### src/hw/rtl/qeac_pkg.sv
package qeac_pkg;

  localparam int unsigned NumCh    = 4;
  localparam int unsigned AttW     = 5;
  localparam int unsigned WordW    = AttW + 1;
  localparam int unsigned GainW    = AttW + 1;
  localparam int unsigned InDataW  = 2 * NumCh;
  localparam int unsigned OutDataW = NumCh * (WordW + GainW);

  localparam logic [AttW-1:0] AttMin   = '0;
  localparam logic [AttW-1:0] AttMax   = '1;
  localparam logic [AttW-1:0] AttReset = AttW'(18);
  localparam logic [AttW-1:0] RefReset = AttW'(18);

  typedef logic [AttW-1:0] att_t;

endpackage

### src/hw/rtl/quad_encoder_attenuator_control.sv
// Attenuator control for four rotary encoders. Each request on the slave
// stream is one scan sample: tdata[3:0] holds the A lines and tdata[7:4] the
// B lines, bit n of each belonging to encoder n. A fall of an A line from one
// sample to the next is a detent; B high then lowers that channel's
// attenuation by one and B low raises it, saturating at 0 and 31. Only one
// channel steps per sample, the highest-numbered one with a detent, while the
// A history of all four channels is always updated. Every sample produces
// exactly one result on the master stream carrying, per channel, a 6-bit
// serial word (inverted attenuation in bits 5..1, bit 0 zero) and a signed
// gain equal to the gain reference minus the attenuation. Attenuations reset
// to 18 and the gain reference resets to 18; the user must write the reference
// through cfg_we_i/cfg_wdata_i only while the streams are idle, which the block
// itself does not enforce. The block takes one sample per clock unless the
// master side stalls: the update is a single pass of logic into one output
// register, and a new sample is taken whenever that register is empty or is
// drained in the same cycle, so the result follows in the next cycle.
module quad_encoder_attenuator_control (
  input  logic                           clk_i,
  input  logic                           rst_ni,
  // Gain reference register, written whenever cfg_we_i is high.
  input  logic                           cfg_we_i,
  input  logic [qeac_pkg::AttW-1:0]      cfg_wdata_i,
  // Scan samples.
  input  logic                           s_axis_tvalid,
  output logic                           s_axis_tready,
  // tdata, lowest bit up: enc_a_lines[3:0], enc_b_lines[3:0]
  input  logic [qeac_pkg::InDataW-1:0]   s_axis_tdata,
  // Results.
  output logic                           m_axis_tvalid,
  input  logic                           m_axis_tready,
  // tdata, lowest bit up: spi_word_0..3 (6 bits each), then gain_0..3
  // (6 bits each, two's complement)
  output logic [qeac_pkg::OutDataW-1:0]  m_axis_tdata
);
  import qeac_pkg::*;

  logic [AttW-1:0]     gain_ref_q;
  logic [NumCh-1:0]    a_hist_q;
  att_t                att_q [NumCh];
  att_t                att_d [NumCh];
  logic                out_valid_q, out_valid_d;
  logic [OutDataW-1:0] out_data_q, out_data_d;

  logic [NumCh-1:0]    a_lines, b_lines;
  logic [NumCh-1:0]    detent;
  logic [NumCh-1:0]    win_oh;
  logic                in_accept;

  assign a_lines = s_axis_tdata[NumCh-1:0];
  assign b_lines = s_axis_tdata[2*NumCh-1:NumCh];

  // The output register is free when empty or when its result leaves now.
  assign s_axis_tready = !out_valid_q || m_axis_tready;
  assign in_accept     = s_axis_tvalid && s_axis_tready;

  // A falling A line is a detent.
  assign detent = a_hist_q & ~a_lines;

  // Later channels override earlier ones, so the highest detent wins.
  always_comb begin
    win_oh = '0;
    for (int ch = 0; ch < NumCh; ch++) begin
      if (detent[ch]) begin
        win_oh     = '0;
        win_oh[ch] = 1'b1;
      end
    end
  end

  // Saturating step of the winning channel, and the packed result built from
  // the attenuations as they stand after this sample.
  always_comb begin
    for (int ch = 0; ch < NumCh; ch++) begin
      att_d[ch] = att_q[ch];
      if (win_oh[ch]) begin
        if (b_lines[ch]) begin
          if (att_q[ch] != AttMin) begin
            att_d[ch] = att_q[ch] - AttW'(1);
          end
        end else begin
          if (att_q[ch] != AttMax) begin
            att_d[ch] = att_q[ch] + AttW'(1);
          end
        end
      end
    end
    out_data_d = '0;
    for (int ch = 0; ch < NumCh; ch++) begin
      out_data_d[ch*WordW +: WordW] = {~att_d[ch], 1'b0};
      out_data_d[(NumCh*WordW + ch*GainW) +: GainW] =
        {1'b0, gain_ref_q} - {1'b0, att_d[ch]};
    end
  end

  always_comb begin
    out_valid_d = out_valid_q;
    if (in_accept) begin
      out_valid_d = 1'b1;
    end else if (m_axis_tready) begin
      out_valid_d = 1'b0;
    end
  end

  always_ff @(posedge clk_i or negedge rst_ni) begin
    if (!rst_ni) begin
      gain_ref_q  <= RefReset;
      a_hist_q    <= '0;
      out_valid_q <= 1'b0;
      for (int ch = 0; ch < NumCh; ch++) begin
        att_q[ch] <= AttReset;
      end
    end else begin
      out_valid_q <= out_valid_d;
      if (cfg_we_i) begin
        gain_ref_q <= cfg_wdata_i;
      end
      if (in_accept) begin
        a_hist_q <= a_lines;
        for (int ch = 0; ch < NumCh; ch++) begin
          att_q[ch] <= att_d[ch];
        end
      end
    end
  end

  always_ff @(posedge clk_i) begin
    if (in_accept) begin
      out_data_q <= out_data_d;
    end
  end

  assign m_axis_tvalid = out_valid_q;
  assign m_axis_tdata  = out_data_q;

endmodule

### config.mk
export PLATFORM = sky130hd
export DESIGN_NAME = quad_encoder_attenuator_control
export DESIGN_NICKNAME = d
export VERILOG_FILES = /design/src/hw/rtl/qeac_pkg.sv /design/src/hw/rtl/quad_encoder_attenuator_control.sv
export SDC_FILE = /design/constraint.sdc
export NUM_CORES = 1
export LEC_CHECK = 0
export ABC_AREA = 1
export BUFFER_PORTS_ARGS = -buffer_cell sky130_fd_sc_hd__buf_2
export CAP_MARGIN = 20
export CORE_UTILIZATION = 30
export CTS_BUF_LIST = sky130_fd_sc_hd__clkbuf_4 sky130_fd_sc_hd__clkbuf_8
export DETAILED_ROUTE_END_ITERATION = 12
export PLACE_DENSITY_LB_ADDON = 0.3
export SKIP_LAST_GASP = 1
export SYNTH_ARGS = -nofsm -noshare
export SYNTH_HDL_FRONTEND = slang
export SYNTH_SLANG_ARGS = --single-unit
### constraint.sdc
create_clock -name clk_i -period 3.3 [get_ports clk_i]
set_input_delay 0.165 -clock clk_i [delete_from_list [all_inputs] [get_ports clk_i]]
set_output_delay 0.165 -clock clk_i [all_outputs]
set_load 0.1 [all_outputs]
### Yosys cells after proc, flatten, opt, wreduce, memory -nomap -nowiden

Index checks and enable logic that the tools add are counted.

| word-level totals | value |
|---|---|
| bits in registers | 74 |
| logic and storage cells | 60 |
| input port bits | 18 |
| output and inout port bits | 50 |

| cells by class | value |
|---|---|
| multiplexer cells | 22 |
| reductions and logical operators | 8 |
| equality and inequality tests | 4 |
| $add $sub $neg | 12 |
| bitwise operators | 6 |

Operators with widths:

| cell | count |
|---|---|
| $mux 5 | 16 |
| $sub 5x5->6 | 4 |
| $add 5x1->5 const B | 4 |
| $ne 5x5->1 const B | 4 |
| $not 5->5 | 4 |
| $reduce_bool 5->1 | 4 |
| $sub 5x1->5 const B | 4 |
| $mux 4 | 2 |
| $and 4x4->4 | 1 |
| $not 4->4 | 1 |
| $mux 1 | 3 |
| $mux 2 | 1 |
| $reduce_bool 2->1 | 1 |
| $logic_and 1x1->1 | 1 |
| $logic_not 1->1 | 1 |
| $logic_or 1x1->1 | 1 |

### Logic depth before layout (Yosys ltp)

| depth | value |
|---|---|
| depth in word-level cells | 8 |
| gate-level depth with buffers | 18 |
| depth with buffers taken out | 18 |

### Worst setup path before layout

Ideal clock, no wire load.

| timing path | value |
|---|---|
| kind | reg2reg |
| start | register out_valid_q, in the netlist m_axis_tvalid |
| end | register out_data_q[10], in the netlist m_axis_tdata[10] (enable) |
| slack | -0.564 ns |
| cell stages (with the launch flop) | 5 |
| buffers on the path | 1 |
| setup time | 0.423 ns |
| arrival | 3.441 ns |
| data required time | 2.877 ns |
| clock period less this slack | 3.864 ns |
| cell sequence | dfrtp_1 -> nand2_1 -> nand2_1 -> clkinv_1 -> clkbuf_1 |

| on the way | value |
|---|---|
| longest elaborated chain between the ends | 3 |

RTL lines:

| what | RTL line | text |
|---|---|---|
| start, declared | quad_encoder_attenuator_control.sv:41 | `logic out_valid_q, out_valid_d;` |
| start signal, assigned | quad_encoder_attenuator_control.sv:113 | `out_valid_q <= out_valid_d;` |
| $logic_not 1->1 | quad_encoder_attenuator_control.sv:53 | `assign s_axis_tready = !out_valid_q \|\| m_axis_tready;` |
| $logic_or 1x1->1 | quad_encoder_attenuator_control.sv:53 |  |
| net s_axis_tready | quad_encoder_attenuator_control.sv:25 | `output logic s_axis_tready,` |
| $logic_and 1x1->1 | quad_encoder_attenuator_control.sv:54 | `assign in_accept = s_axis_tvalid && s_axis_tready;` |
| net in_accept | quad_encoder_attenuator_control.sv:47 | `logic in_accept;` |
| end signal, assigned | quad_encoder_attenuator_control.sv:128 | `out_data_q <= out_data_d;` |
| end, declared | quad_encoder_attenuator_control.sv:42 | `logic [OutDataW-1:0] out_data_q, out_data_d;` |

The timed path passes the listed nets, and every way through them passes these cells.
A chain may end at the register's enable or synchronous reset.

### Worst setup path in the final report

| timing path | value |
|---|---|
| start | register att_q[11] (netlist name) |
| end | register out_data_q[35], in the netlist m_axis_tdata[35], data pin |

| on the way | value |
|---|---|
| longest elaborated chain between the ends | 5 |
| elaborated cells on any way between the ends | 9 |
| those cells by class | add/sub: 3; eq/ne: 1; mux: 4; reduce/logical: 1 |

RTL lines:

| what | RTL line | text |
|---|---|---|
| start, declared | quad_encoder_attenuator_control.sv:39 | `att_t att_q [NumCh];` |
| start signal, assigned by index | quad_encoder_attenuator_control.sv:110 | `att_q[ch] <= AttReset;` |
| start signal, assigned by index | quad_encoder_attenuator_control.sv:120 | `att_q[ch] <= att_d[ch];` |
| $add 5x1->5 (tied with other cells) | quad_encoder_attenuator_control.sv:82 | `att_d[ch] = att_q[ch] + AttW'(1);` |
| $mux 5, on equally long branches | quad_encoder_attenuator_control.sv:81, quad_encoder_attenuator_control.sv:77 |  |
| $mux 5 | quad_encoder_attenuator_control.sv:76 | `if (b_lines[ch]) begin` |
| $mux 5 * | quad_encoder_attenuator_control.sv:75 | `if (win_oh[ch]) begin` |
| $sub 5x5->6 * | quad_encoder_attenuator_control.sv:91 | `{1'b0, gain_ref_q} - {1'b0, att_d[ch]};` |
| net out_data_d[35] | quad_encoder_attenuator_control.sv:42 |  |

Mark *: on every way through the listed nets, which the timed path passes. The rest lies on a longest branch.

==> results.json <==
{
  "track_usage_pct": 14.9,
  "yosysMostFrequentCell": "nand2_1",
  "gp_congestion": 0.900,
  "hpwlAfterDp_um": 8160,
  "hold_ws_ns": 0.0294,
  "sequentialPowerShare_pct": 30.4,
  "synth_ff_type": "edfxtp_1",
  "cts_tree": "yes",
  "p_sw_mw": 2.71,
  "ys_seq_area_share_pct": 44.9,
  "drv_slew": 0,
  "cp_top_family": "simple AND/OR/NAND/NOR gates",
  "cp.required_ns": 3.42,
  "netlist_area_sq_um": 4640,
  "critPathSlowestCell": "dfstp_2",
  "core-area_sq_um": 15100,
  "critPathBufInv": 0,
  "pwr-share-comb_pct": 54.5,
  "post_cts_buffers": 0,
  "synth_top_area_share_pct": 28.5,
  "outcome": "finished, violations left",
  "tightestPinTransition_ns": 0.799,
  "drt_iter0_markers": 304,
  "clock_sinks": 74,
  "h-tree-depth": 3,
  "cpPeakStageDelay_ns": 0.62,
  "cp_max_fo": 9,
  "die-area_sq_um": 16000,
  "initial_core_util_pct": 30.7,
  "ys_warn_count": 0,
  "final_util_pct": 35.2,
  "final_cells": 832,
  "clkPwrFrac_pct": 15.1,
  "place_inst": 815,
  "clk_pin_slew_ns": 0.08,
  "firstDrtPassIters": 9,
  "fin_ws_ns": 0.612,
  "synth.avg_cell_area_sq_um": 8.05,
  "leakage_nw": 2.56,
  "grt_pass1_wl_um": 18500,
  "num_rows": 45,
  "drc": 2,
  "swShare_pct": 52.2,
  "worst_setup_path_end_kind": "flop",
  "intPower_mw": 2.48,
  "max_slew_margin_pct": 46.6,
  "io_pins": 68,
  "async_flop_share_pct": 40.5,
  "postRouteAntennaNets": 0,
  "vias": 3920,
  "postCtsHoldBufs": 1,
  "fin_crit_ns": 2.69,
  "grt_max_degree": 40,
  "antenna_found_initial": 0,
  "peakVddDrop_mv": 0.298,
  "cts_resized": 0,
  "violations": "DRC",
  "fin_worst_skew_ns": 0.0167,
  "crit_arrival_ns": 2.81,
  "netlist-cell-type-count": 35,
  "cp-start-kind": "flop",
  "vias_per_cell": 4.71,
  "synth_top_area_cell": "edfxtp_1",
  "fin_crit_sh_pct": 81.4,
  "grt_pass1_vias": 3806,
  "nNetsFinal": 681,
  "power_density_nw_per_um2": 973,
  "synth_seq_cells": 74,
  "port_buffers": 63,
  "fin_setup_tns_ns": 0,
  "synthTopCellsByCount": "nand2_1, inv_1, nand3_1",
  "cts_root_buf": "clkbuf_8",
  "setup_violations": 0,
  "drt-total-wl_um": 11100,
  "max_freq_mhz": 372,
  "rsz0062_at_grt": "no",
  "cts_buffers": 9,
  "n_antenna_cell": 0,
  "area_growth_pct": 14.8,
  "pre_cts_ws_ns": 0.637,
  "grt_overflow": 0,
  "synth_edf_count": 44,
  "layout-drive-gt1-share_pct": 18.0,
  "crit_type": "flop to flop",
  "syn_inst": 577,
  "wl_per_cell_um": 13.4,
  "finalHoldViolCount": 0,
  "fillers": 1545,
  "clock_latency_ns": 0.37,
  "cap_violations": 0,
  "cts_buffer_depth": 2,
  "die_h_um": 126,
  "hold_class": "primary input to flop",
  "die_w_um": 126,
  "worstPathCellList": "ha_1 -> nand3_1 -> nor2_1 -> nor2_1 -> o21a_1 -> o21ai_0 -> o21ai_0 -> ha_1 -> nand2_1 -> nand3b_1 -> nand2_1 -> a21oi_1",
  "synthTopCellsByArea": "edfxtp_1, nand2_1, dfrtp_1"
}
## worst paths after layout
kind                                 from               end  slack, ns  cells after the start
min                        cfg_wdata_i[2]     gain_ref_q[2]       0.03                      2
min reg2reg                   a_hist_q[1]       a_hist_q[1]       0.50                      2
max in group asynchronous          rst_ni          att_q[7]       2.43                      2
max                             att_q[11]  m_axis_tdata[35]       0.61                     12
max reg2reg                     att_q[11]  m_axis_tdata[35]       0.61                     12
min in group asynchronous          rst_ni          att_q[0]       0.38                      2
## cells in the final DEF (no fill, tap or decap), types with 7 or more instances in the layout
cell type | netlist | final
inv_1 | 80 | 80
dfstp_2 | 10 | 10
nand2_1 | 160 | 159
dfrtp_1 | 20 | 20
buf_2 | 3 | 63
edfxtp_1 | 44 | 44
nand3_1 | 67 | 67
o21ai_0 | 43 | 43
nand3_2 | 7 | 7
a21oi_1 | 11 | 11
xor2_1 | 10 | 10
clkbuf_8 | 0 | 9
nand4_1 | 9 | 9
nor2_1 | 32 | 32
ha_1 | 24 | 24
## metrics by stage
step | total power, mW | area, sq um
floorplan | 3.96 | 4660
global placement | 4.38 | 5110
detailed placement | 4.43 | 5110
CTS | 5.23 | 5330
global route | 5.59 | 5330
finish | 5.19 | 5330
## area by class of cell
cell class | count | area [sq um] | area share, %
multi-input combinational | 402 | 2130 | 40.0
sequential | 74 | 2080 | 39.1
timing repair buffer | 66 | 340 | 6.38
inverter | 86 | 325 | 6.10
tap | 188 | 235 | 4.41
clock buffer | 10 | 131 | 2.46
clock inverter | 6 | 81.3 | 1.53
## cell families after synthesis
group | count (synthesis) | synth area share, %
mux | 2 | 0.485
simple gates | 291 | 28.4
buf+inv | 104 | 9.43
fa+ha+maj | 24 | 6.47
other cells | 1 | 0.0808
compound gates | 69 | 8.00
flops | 74 | 44.9
xor+xnor | 12 | 2.26
## state kept, by name, indices dropped and copies added (netlist names)
| signal | count |
|---|---|
| att_q | 20 |
| gain_ref_q | 5 |
| m_axis_tvalid | 1 |
| m_axis_tdata | 44 |
| a_hist_q | 4 |
## power by group through the flow
stage	combinational [mW]	sequential [mW]	clock [mW]
floorplan	1.44	2.52	0
global placement	2.79	1.59	0
detailed placement	2.83	1.60	0
CTS	2.84	1.58	0.813
global route	3.13	1.62	0.844
finish	2.83	1.58	0.783
## per-layer routing
metal / up-vias / part of all wire (%) / GRT usage [%]
met1: 1800 / 46 / 18.6
met5: - / 0 / 0
li1: 2004 / - / -
met3: 18 / 5.2 / 2.70
met2: 98 / 47 / 24.4
met4: 0 / 1.7 / 8.15
## worst register-to-register path: stages (launching register included)
cell,delay (ns)
dfstp_2,0.62
ha_1,0.23
nand3_1,0.11
nor2_1,0.15
nor2_1,0.08
o21a_1,0.10
o21ai_0,0.12
o21ai_0,0.18
ha_1,0.43
nand2_1,0.07
nand3b_1,0.18
nand2_1,0.10
a21oi_1,0.07
No activity file was read; power rests on OpenSTA's default activity.
